## src/cckb_pkg.sv

```systemverilog
`timescale 1ns / 1ps
package cckb_pkg;

  localparam int SPAN_W    = 16;
  localparam int STEP_W    = 16;
  localparam int CNT_W     = 4;
  localparam int CH_W      = 8;
  localparam int WORD_W    = 32;
  localparam int PAIR_W    = 64;
  localparam int NUM_PAIRS = 4;
  localparam int PT_IDX_W  = 3;
  localparam int CFG_IDX_W = 3;
  localparam int DIVD_W    = 24;
  localparam int QUO_W     = 8;
  localparam int DIV_STEPS = 8;
  localparam int DIV_CNT_W = 3;
  localparam int NUM_CH    = 3;

  localparam logic [CH_W-1:0] CH_FULL = 8'd255;
  localparam logic [CH_W-1:0] GREY    = 8'd127;

  localparam logic [CFG_IDX_W-1:0] REG_TIME_SPAN   = 3'd0;
  localparam logic [CFG_IDX_W-1:0] REG_POINT_COUNT = 3'd1;
  localparam logic [CFG_IDX_W-1:0] REG_PAIR_0      = 3'd2;
  localparam logic [CFG_IDX_W-1:0] REG_PAIR_1      = 3'd3;
  localparam logic [CFG_IDX_W-1:0] REG_PAIR_2      = 3'd4;
  localparam logic [CFG_IDX_W-1:0] REG_PAIR_3      = 3'd5;

  localparam logic [SPAN_W-1:0] RST_TIME_SPAN   = 16'd1000;
  localparam logic [CNT_W-1:0]  RST_POINT_COUNT = 4'd3;
  localparam logic [PAIR_W-1:0] RST_PAIR_0      = 64'h0000_FF55_FF00_0000;
  localparam logic [PAIR_W-1:0] RST_PAIR_1      = 64'h0000_0000_00FF_00AA;
  localparam logic [PAIR_W-1:0] RST_PAIR_2      = 64'h0;
  localparam logic [PAIR_W-1:0] RST_PAIR_3      = 64'h0;

  typedef enum logic [1:0] {
    CH_RED   = 2'd0,
    CH_GREEN = 2'd1,
    CH_BLUE  = 2'd2
  } chan_t;

  typedef enum logic [3:0] {
    S_IDLE,
    S_PHASE_GO,
    S_PHASE_WAIT,
    S_SELECT,
    S_SEARCH,
    S_RATIO_GO,
    S_RATIO_WAIT,
    S_MIX,
    S_FINISH
  } state_t;

  typedef struct packed {
    logic              start;
    logic [DIVD_W-1:0] dividend;
    logic [SPAN_W-1:0] divisor;
  } div_req_t;

  typedef struct packed {
    logic             done;
    logic [QUO_W-1:0] quotient;
  } div_rsp_t;

  typedef logic [PAIR_W-1:0] pairs_t [NUM_PAIRS];

  function automatic logic [WORD_W-1:0] point_word(input pairs_t pairs,
                                                   input logic [PT_IDX_W-1:0] idx);
    logic [PAIR_W-1:0] pair;
    pair = pairs[idx[PT_IDX_W-1:1]];
    return idx[0] ? pair[PAIR_W-1:WORD_W] : pair[WORD_W-1:0];
  endfunction

  function automatic logic [CH_W-1:0] chan_byte(input logic [WORD_W-1:0] w,
                                                input chan_t ch);
    logic [CH_W-1:0] b;
    unique case (ch)
      CH_RED:   b = w[15:8];
      CH_GREEN: b = w[23:16];
      CH_BLUE:  b = w[31:24];
      default:  b = w[15:8];
    endcase
    return b;
  endfunction

endpackage

```

## src/cckb_div.sv

```systemverilog
`timescale 1ns / 1ps
module cckb_div (
  input  logic               clk,
  input  logic               rst_n,
  input  cckb_pkg::div_req_t req,
  output cckb_pkg::div_rsp_t rsp
);
  import cckb_pkg::*;

  logic                 busy_r;
  logic                 done_r;
  logic [DIV_CNT_W-1:0] cnt_r;
  logic [SPAN_W-1:0]    rem_r;
  logic [QUO_W-1:0]     quo_r;
  logic [SPAN_W-1:0]    divisor_r;
  logic [SPAN_W:0]      trial;
  logic [SPAN_W:0]      diff;
  logic                 ge;

  // restoring division, one quotient bit per cycle; the upper dividend part
  // is below the divisor so the quotient fits QUO_W bits
  assign trial = {rem_r, quo_r[QUO_W-1]};
  assign diff  = trial - {1'b0, divisor_r};
  assign ge    = trial >= {1'b0, divisor_r};

  always_ff @(posedge clk) begin
    if (!rst_n) begin
      busy_r <= 1'b0;
      done_r <= 1'b0;
      cnt_r  <= '0;
    end else begin
      done_r <= 1'b0;
      if (req.start) begin
        busy_r <= 1'b1;
        cnt_r  <= '0;
      end else if (busy_r) begin
        cnt_r <= cnt_r + 1'b1;
        if (cnt_r == DIV_CNT_W'(DIV_STEPS - 1)) begin
          busy_r <= 1'b0;
          done_r <= 1'b1;
        end
      end
    end
  end

  always_ff @(posedge clk) begin
    if (req.start) begin
      rem_r     <= req.dividend[DIVD_W-1:QUO_W];
      quo_r     <= req.dividend[QUO_W-1:0];
      divisor_r <= req.divisor;
    end else if (busy_r) begin
      rem_r <= ge ? diff[SPAN_W-1:0] : trial[SPAN_W-1:0];
      quo_r <= {quo_r[QUO_W-2:0], ge};
    end
  end

  assign rsp.done     = done_r;
  assign rsp.quotient = quo_r;

endmodule

```

## src/cyclic_color_keyframe_blender.sv

```systemverilog
`timescale 1ns / 1ps
// channel | handshake              | payload
// in      | in_valid / in_ready    | in_time_step[15:0]
// out     | out_valid / out_ready  | out_red, out_green, out_blue, out_phase [7:0]
// cfg     | cfg_valid / cfg_ready  | cfg_index[2:0], cfg_data[63:0]
//
// A transaction runs a phase divide; with two or more points it then adds one
// search step per inner point (up to MAX_POINTS-2) when the phase lies between
// the first and last point, and a second divider pass when the blend ratio needs it.
// in_ready is high only in idle; a finished result waits in the output register
// while the next transaction is accepted. cfg_ready is always high.
// Reset (rst_n, synchronous) loads the default span, points and zero time.
module cyclic_color_keyframe_blender #(
  parameter int MAX_POINTS = 8
) (
  input  logic                              clk,
  input  logic                              rst_n,
  input  logic                              in_valid,
  output logic                              in_ready,
  input  logic [cckb_pkg::STEP_W-1:0]       in_time_step,
  output logic                              out_valid,
  input  logic                              out_ready,
  output logic [cckb_pkg::CH_W-1:0]         out_red,
  output logic [cckb_pkg::CH_W-1:0]         out_green,
  output logic [cckb_pkg::CH_W-1:0]         out_blue,
  output logic [cckb_pkg::QUO_W-1:0]        out_phase,
  input  logic                              cfg_valid,
  output logic                              cfg_ready,
  input  logic [cckb_pkg::CFG_IDX_W-1:0]    cfg_index,
  input  logic [cckb_pkg::PAIR_W-1:0]       cfg_data
);
  import cckb_pkg::*;

  localparam int IDX_W = (MAX_POINTS > 2) ? $clog2(MAX_POINTS) : 1;

  state_t            state_r, state_nxt;
  logic [SPAN_W-1:0] time_span_r;
  logic [CNT_W-1:0]  point_count_r;
  pairs_t            pairs_r;
  logic [SPAN_W-1:0] elapsed_r;
  logic [QUO_W-1:0]  phase_r, phase_nxt;
  logic [WORD_W-1:0] lw_r, lw_nxt, rw_r, rw_nxt;
  logic [IDX_W-1:0]  idx_r, idx_nxt;
  logic [CH_W-1:0]   ratio_r, ratio_nxt;
  chan_t             ch_r, ch_nxt;
  logic [CH_W-1:0]   color_r [NUM_CH];
  logic [CH_W-1:0]   color_nxt [NUM_CH];
  logic              out_valid_r;
  logic              out_load;
  logic [CH_W-1:0]   out_red_r, out_green_r, out_blue_r, out_phase_r;

  logic [SPAN_W-1:0] span_eff;
  logic [CNT_W-1:0]  n_eff;
  logic [SPAN_W:0]   t_sum, t_sub;
  logic [SPAN_W-1:0] t_new;
  logic              in_acc;
  div_req_t          div_req;
  div_rsp_t          div_rsp;

  logic [WORD_W-1:0] w_first, w_last, w_cur;
  logic [CH_W-1:0]   prog, span_lr;
  logic [CH_W-1:0]   mix_a, mix_b;
  logic [SPAN_W:0]   mix_x;
  logic [SPAN_W:0]   mix_q;

  assign span_eff = (time_span_r == '0) ? SPAN_W'(1) : time_span_r;
  assign n_eff    = (point_count_r > CNT_W'(MAX_POINTS)) ? CNT_W'(MAX_POINTS)
                                                          : point_count_r;
  assign in_ready  = (state_r == S_IDLE);
  assign in_acc    = in_valid && in_ready;
  assign cfg_ready = 1'b1;

  // time advance with single wrap and saturation
  always_comb begin
    t_sum = {1'b0, elapsed_r} + {1'b0, in_time_step};
    t_sub = t_sum - {1'b0, span_eff};
    if (t_sum < {1'b0, span_eff}) begin
      t_new = t_sum[SPAN_W-1:0];
    end else if (t_sub < {1'b0, span_eff}) begin
      t_new = t_sub[SPAN_W-1:0];
    end else begin
      t_new = span_eff - 1'b1;
    end
  end

  always_ff @(posedge clk) begin
    if (!rst_n) begin
      time_span_r   <= RST_TIME_SPAN;
      point_count_r <= RST_POINT_COUNT;
      pairs_r[0]    <= RST_PAIR_0;
      pairs_r[1]    <= RST_PAIR_1;
      pairs_r[2]    <= RST_PAIR_2;
      pairs_r[3]    <= RST_PAIR_3;
    end else if (cfg_valid && cfg_ready) begin
      case (cfg_index)
        REG_TIME_SPAN:   time_span_r   <= cfg_data[SPAN_W-1:0];
        REG_POINT_COUNT: point_count_r <= cfg_data[CNT_W-1:0];
        REG_PAIR_0:      pairs_r[0]    <= cfg_data;
        REG_PAIR_1:      pairs_r[1]    <= cfg_data;
        REG_PAIR_2:      pairs_r[2]    <= cfg_data;
        REG_PAIR_3:      pairs_r[3]    <= cfg_data;
        default: ;
      endcase
    end
  end

  always_ff @(posedge clk) begin
    if (!rst_n) begin
      elapsed_r <= '0;
    end else if (in_acc) begin
      elapsed_r <= t_new;
    end
  end

  cckb_div u_div (
    .clk   (clk),
    .rst_n (rst_n),
    .req   (div_req),
    .rsp   (div_rsp)
  );

  assign w_first = point_word(pairs_r, '0);
  assign w_last  = point_word(pairs_r, PT_IDX_W'(n_eff - 1'b1));
  assign w_cur   = point_word(pairs_r, PT_IDX_W'(idx_r));
  assign prog    = phase_r - lw_r[7:0];
  assign span_lr = rw_r[7:0] - lw_r[7:0];

  // blend of one channel, then exact divide by 255 for values below 65535
  assign mix_a = chan_byte(lw_r, ch_r);
  assign mix_b = chan_byte(rw_r, ch_r);
  assign mix_x = (SPAN_W+1)'({8'd0, mix_a} * {8'd0, CH_FULL - ratio_r}) +
                 (SPAN_W+1)'({8'd0, mix_b} * {8'd0, ratio_r});
  assign mix_q = (mix_x + (mix_x >> 8) + 1'b1) >> 8;

  always_comb begin
    state_nxt    = state_r;
    phase_nxt    = phase_r;
    lw_nxt       = lw_r;
    rw_nxt       = rw_r;
    idx_nxt      = idx_r;
    ratio_nxt    = ratio_r;
    ch_nxt       = ch_r;
    color_nxt    = color_r;
    out_load     = 1'b0;
    div_req      = '0;
    div_req.divisor  = span_eff;
    div_req.dividend = {elapsed_r, 8'd0} - DIVD_W'(elapsed_r);
    unique case (state_r)
      S_IDLE: begin
        if (in_acc) begin
          state_nxt = S_PHASE_GO;
        end
      end
      S_PHASE_GO: begin
        div_req.start = 1'b1;
        state_nxt     = S_PHASE_WAIT;
      end
      S_PHASE_WAIT: begin
        if (div_rsp.done) begin
          phase_nxt = div_rsp.quotient;
          state_nxt = S_SELECT;
        end
      end
      S_SELECT: begin
        priority if (n_eff == '0) begin
          color_nxt[0] = GREY;
          color_nxt[1] = GREY;
          color_nxt[2] = GREY;
          state_nxt    = S_FINISH;
        end else if (n_eff == CNT_W'(1)) begin
          color_nxt[0] = chan_byte(w_first, CH_RED);
          color_nxt[1] = chan_byte(w_first, CH_GREEN);
          color_nxt[2] = chan_byte(w_first, CH_BLUE);
          state_nxt    = S_FINISH;
        end else if (phase_r <= w_first[7:0] || phase_r >= w_last[7:0]) begin
          lw_nxt    = w_last;
          rw_nxt    = w_first;
          state_nxt = S_RATIO_GO;
        end else begin
          lw_nxt    = w_first;
          rw_nxt    = w_last;
          idx_nxt   = IDX_W'(1);
          state_nxt = (n_eff > CNT_W'(2)) ? S_SEARCH : S_RATIO_GO;
        end
      end
      S_SEARCH: begin
        if (w_cur[7:0] <= phase_r && w_cur[7:0] > lw_r[7:0]) begin
          lw_nxt = w_cur;
        end
        if (w_cur[7:0] >= phase_r && w_cur[7:0] < rw_r[7:0]) begin
          rw_nxt = w_cur;
        end
        idx_nxt = idx_r + 1'b1;
        if (CNT_W'(idx_r) + CNT_W'(2) == n_eff) begin
          state_nxt = S_RATIO_GO;
        end
      end
      S_RATIO_GO: begin
        ch_nxt = CH_RED;
        priority if (span_lr == '0) begin
          ratio_nxt = '0;
          state_nxt = S_MIX;
        end else if (prog >= span_lr) begin
          ratio_nxt = CH_FULL;
          state_nxt = S_MIX;
        end else begin
          div_req.start    = 1'b1;
          div_req.dividend = DIVD_W'({prog, 8'd0} - {8'd0, prog});
          div_req.divisor  = SPAN_W'(span_lr);
          state_nxt        = S_RATIO_WAIT;
        end
      end
      S_RATIO_WAIT: begin
        if (div_rsp.done) begin
          ratio_nxt = div_rsp.quotient;
          state_nxt = S_MIX;
        end
      end
      S_MIX: begin
        color_nxt[ch_r] = mix_q[CH_W-1:0];
        unique case (ch_r)
          CH_RED:   ch_nxt = CH_GREEN;
          CH_GREEN: ch_nxt = CH_BLUE;
          default:  state_nxt = S_FINISH;
        endcase
      end
      S_FINISH: begin
        if (!out_valid_r || out_ready) begin
          out_load  = 1'b1;
          state_nxt = S_IDLE;
        end
      end
      default: state_nxt = S_IDLE;
    endcase
  end

  always_ff @(posedge clk) begin
    if (!rst_n) begin
      state_r     <= S_IDLE;
      out_valid_r <= 1'b0;
    end else begin
      state_r <= state_nxt;
      if (out_load) begin
        out_valid_r <= 1'b1;
      end else if (out_ready) begin
        out_valid_r <= 1'b0;
      end
    end
  end

  always_ff @(posedge clk) begin
    phase_r <= phase_nxt;
    lw_r    <= lw_nxt;
    rw_r    <= rw_nxt;
    idx_r   <= idx_nxt;
    ratio_r <= ratio_nxt;
    ch_r    <= ch_nxt;
    color_r <= color_nxt;
    if (out_load) begin
      out_red_r   <= color_r[0];
      out_green_r <= color_r[1];
      out_blue_r  <= color_r[2];
      out_phase_r <= phase_r;
    end
  end

  assign out_valid = out_valid_r;
  assign out_red   = out_red_r;
  assign out_green = out_green_r;
  assign out_blue  = out_blue_r;
  assign out_phase = out_phase_r;

`ifndef ASSERT_OFF
  a_elapsed_in_span: assert property (@(posedge clk) disable iff (!rst_n)
    (in_valid && in_ready) |=> (elapsed_r < $past(span_eff)))
    else $error("elapsed time not below span");

  a_div_done_waited: assert property (@(posedge clk) disable iff (!rst_n)
    div_rsp.done |-> (state_r == S_PHASE_WAIT || state_r == S_RATIO_WAIT))
    else $error("divider result with nobody waiting");

  a_no_overwrite: assert property (@(posedge clk) disable iff (!rst_n)
    (state_r == S_FINISH && out_valid_r && !out_ready) |=>
      (state_r == S_FINISH && out_valid_r))
    else $error("pending result overwritten");
`endif

endmodule

```

## config.mk

```make
export PLATFORM = sky130hd
export DESIGN_NAME = cyclic_color_keyframe_blender
export DESIGN_NICKNAME = d
export VERILOG_FILES = /design/src/cckb_pkg.sv /design/src/cckb_div.sv /design/src/cyclic_color_keyframe_blender.sv
export SDC_FILE = /design/constraint.sdc
export NUM_CORES = 2
export LEC_CHECK = 0
export ABC_CLOCK_PERIOD_IN_PS = 12400
export BUFFER_PORTS_ARGS = -buffer_cell sky130_fd_sc_hd__buf_2
export CAP_MARGIN = 20
export CORE_MARGIN = 8
export CORE_UTILIZATION = 68
export CTS_CLUSTER_SIZE = 28
export DETAILED_ROUTE_END_ITERATION = 7
export GPL_TIMING_DRIVEN = 0
export PLACE_DENSITY = 0.95
export SETUP_SLACK_MARGIN = 0.15
export SLEW_MARGIN = 40
export SYNTH_ARGS = -nofsm -noshare
export SYNTH_HDL_FRONTEND = slang
export SYNTH_SLANG_ARGS = --single-unit
```

## constraint.sdc

```tcl
create_clock -name clk -period 12.4 [get_ports clk]
set_input_delay 1.24 -clock clk [delete_from_list [all_inputs] [get_ports clk]]
set_output_delay 1.24 -clock clk [all_outputs]
set_load 0.03 [all_outputs]
```

==> results.txt <==
The flow ran to the end, but the final reports show violations. The final reports fail on DRC. In the final layout, the share of cells above drive strength 1 is 11.0%.

The worst path meets setup with 2.52 ns of slack. The run gives 483 as the number of clock sinks seen by CTS. The top achievable clock speed is 0.101 GHz.

The run gives 34,400 um2 as the total cell area at the placement stage. After synthesis, flip-flops and latches occupy 34.8% of the total area. Counting every net in the synthesized netlist gives 4,049. Power spread over the standard cell area amounts to 286 nW/um2. Shortest period the worst path allows: 9.88 ns. Across every metal layer, demand over resource in global routing totals 38.5%. The cell type contributing the most total cell area after synthesis is dfxtp_1.

Cell at the root of the clock tree: clkbuf_16. Buffers placed on the I/O ports in this run total 119. In this run the worst path has a maximum fanout of 10. In this design, the critical path's most frequently occurring cell is fa_1. Entering global routing, the biggest net connects 33 pins.

The region available for standard cell placement spans 47,700 um2. The area share of the largest cell type after synthesis was 18.3%. In this run the tightest slew margin relative to its limit is 35.7%.

The number of clock buffers added by TritonCTS is 47. The share of synthesized area spent on multiplexers works out to 11.3%. In the final routed layout, each cell accounts on average for 24.5 um. In the synthesized netlist the dominant register cell turns out to be dfxtp_1.

The run gives 8 as the number of optimization iterations in the first detailed-route pass. After clock tree synthesis, the clock-pin slew on the worst setup and hold paths is 0.07 ns. The tools report the number of gates resized after CTS as 0. Dividing the final minimum period by the clock period gives 79.7%. For the worst setup path, the data arrival time is 10.21 ns. For this design, the CTS-stage hold fixing added 0 buffers. The starting density of the core is 69.0%. Max-cap violations in this run came to 0. The count of unique library cells instantiated by Yosys was 81; the top-level port count was 123. The latest clock arrival within the worst-skew pair is 0.62 ns.

The tools report the final wirelength as 110 mm. Summing the areas of all compound-gate instances in the mapped netlist gives 14.4% of the synthesized area. In this run the cell area of the synthesized design comes to 33,000 um2. The wire-length estimate of the detail-placed layout is 77.7 mm. The synthesized netlist devotes 14.4% of its cell area to adder and majority cells. After Yosys synthesis, and, or, nand and nor cells account for 16.9% of the synthesized area.

After Yosys synthesis, XOR and XNOR cells account for 2.88% of the synthesized area. The overall power of the completed layout is 10.3 mW. No sink is reached through more buffers than the 3 on the longest clock path.

In this run the static leakage power is 14.8 nW. Setup repair after global routing left no endpoint under its margin. For this run, design rule violations remaining after detail routing come to 63. The final layout contains 4,219 nets.

The Yosys step of the flow raised 0 warnings. The area overhead of the layout relative to synthesis came out at 9.48%. For the final routed database, the setup TNS stands at 0 ns. The run gives 0 as the final count of negative-setup-slack endpoints.

In the routed layout, each cell is associated on average with a via count of 7.02. The total number of vias is 31,400, and the via count of the first global-routing pass is 31,400. Across the VDD grid, the largest voltage drop is 0.000578 V.

Once layout is complete, the utilization of the core stands at 75.6%. At the placement stage, the worst setup path has a slack of 2.68 ns. The delay of the slowest critical-path stage is 0.63 ns, and the share of async-settable or async-resettable flops after synthesis is 0%. The setup path with the least slack is of type reg -> reg. The number of placed instances, taps included, is 4,379. Once layout is done, the placed cells without fillers occupy 36,100 um2.

The logs give 0.0298 ns for the setup clock skew after layout and 8 for the initial antenna violation count. TritonCTS built the clock tree. The transition time at the pin with the least slew margin was 0.964 ns; the final count of pins violating max slew was 0. After global routing the overflow that remains totals 0.

For this design, the slowest cell found on the critical path is a2111oi_2. After the first detailed-routing iteration, the DRC count stood at 5,396. Path type of the worst min-delay path: reg -> reg. The library cell used most frequently in the layout, excluding fill and tap cells, is nand2_1. The tools report the fill cell total of the finished layout as 2,842. The type of element launching the critical path is a register. From left edge to right edge, the die measures 236 um. The worst slack on hold paths was 0.416 ns. After synthesis, the largest family of logic cells by area is simple AND/OR/NAND/NOR gates. H-tree level count: 2. After clock tree synthesis, the setup repair step added 0 buffers. Yosys mapped a number of flops with a built-in enable equal to 181. The top cell types in the final layout, fill and taps aside, are nand2_1, a21oi_1, dfxtp_1, inv_1.

The die covers 55,800 um2. By area the synthesized netlist is led by dfxtp_1, edfxtp_1, mux4_2. The die height works out to 236 um.

The synthesized design contains 483 register bits. For this run, the number of standard cells in the final layout without fillers is 4,469. The worst setup path is captured at a register.

The logs give 3,643 for the count of mapped cells out of synthesis and 171 mm for the global-route wire length before repair. The required time of the critical path was 12.73 ns. At the end of routability-driven placement, the weighted congestion stood at 1.00. The final count of hold timing violations was 0. The post-synthesis area per instance is 9.05 um2. The run gives 0 as the number of nets with antenna violations after detailed routing. The tools report the number of rows created at floorplan as 80.
registers in the layout, indices dropped and copies added, names as in the netlist, 16 cells and up:
register         count
pairs_r            256
lw_r                32
rw_r                32
color_r             24
elapsed_r           16
time_span_r         16
u_div.divisor_r     16
u_div.rem_r         16
final timing paths:
check	start	end	slack (ns)	cells after the start
setup / recovery	ch_r[0]$_SDFFCE_PN0P_	color_r[13]$_DFFE_PP_	2.52	33
hold / removal	color_r[15]$_DFFE_PP_	out_green[7]$_DFFE_PP_	0.42	0
hold reg to reg	color_r[15]$_DFFE_PP_	out_green[7]$_DFFE_PP_	0.42	0
setup reg to reg	ch_r[0]$_SDFFCE_PN0P_	color_r[13]$_DFFE_PP_	2.52	33
cell families (layout without fill, tap and decap cells):
family	count (synthesis)	in the layout
muxes	211	211
and+or+nand+nor	1269	1269
buffers and inverters	459	667
adders and majority gates	318	318
other	2	5
AOI/OAI and AO/OA	795	795
xor gates and xnor gates	106	106
DFF	483	483
final cells by class:
type	instances	area, um2	area share [%]
Clock buffer	63	1350	3.74
Multi-Input combinational cell	2701	19800	55.0
Clock inverter	24	248	0.687
Antenna cell	3	7.51	0.0208
Buffer	199	785	2.17
Tap cell	615	769	2.13
Inverter	260	976	2.71
Sequential cell	483	11500	31.8
Timing Repair Buffer	121	638	1.77
routing by layer:
layer	vias to the layer above	global-route usage, %	share of wire, %
met1	14300	44.5	32
met4	6	25.5	8.3
met3	969	14.8	16
met2	3035	59.2	44
li1	13000	-	-
met5	-	0	0.036
critical path: cells and delay by family (launching register included):
family	cells	cell delay (ns)
and+or+nand+nor	5	0.69
adders and majority gates	9	4.22
xor gates and xnor gates	2	0.64
buffers and inverters	7	1.11
DFF	1	0.38
AOI/OAI and AO/OA	10	2.59
synthesized netlist by cell type (65+ instances only):
cell / n
o21ai_0: 118
dfxtp_1: 302
fa_1: 102
a21o_1: 88
nand3_1: 65
inv_1: 257
nor2_1: 219
clkbuf_1: 175
mux2i_1: 74
ha_1: 216
xnor2_1: 75
edfxtp_1: 181
mux4_2: 128
a21oi_1: 377
nand2_1: 691
power by group:
| part | internal [mW] | switching [mW] | total, mW |
|---|---|---|---|
| sequential | 1.87 | 0.137 | 2.01 |
| clock | 0.851 | 0.672 | 1.52 |
| combinational | 2.52 | 4.27 | 6.79 |
(Power assumes the default switching activity.)
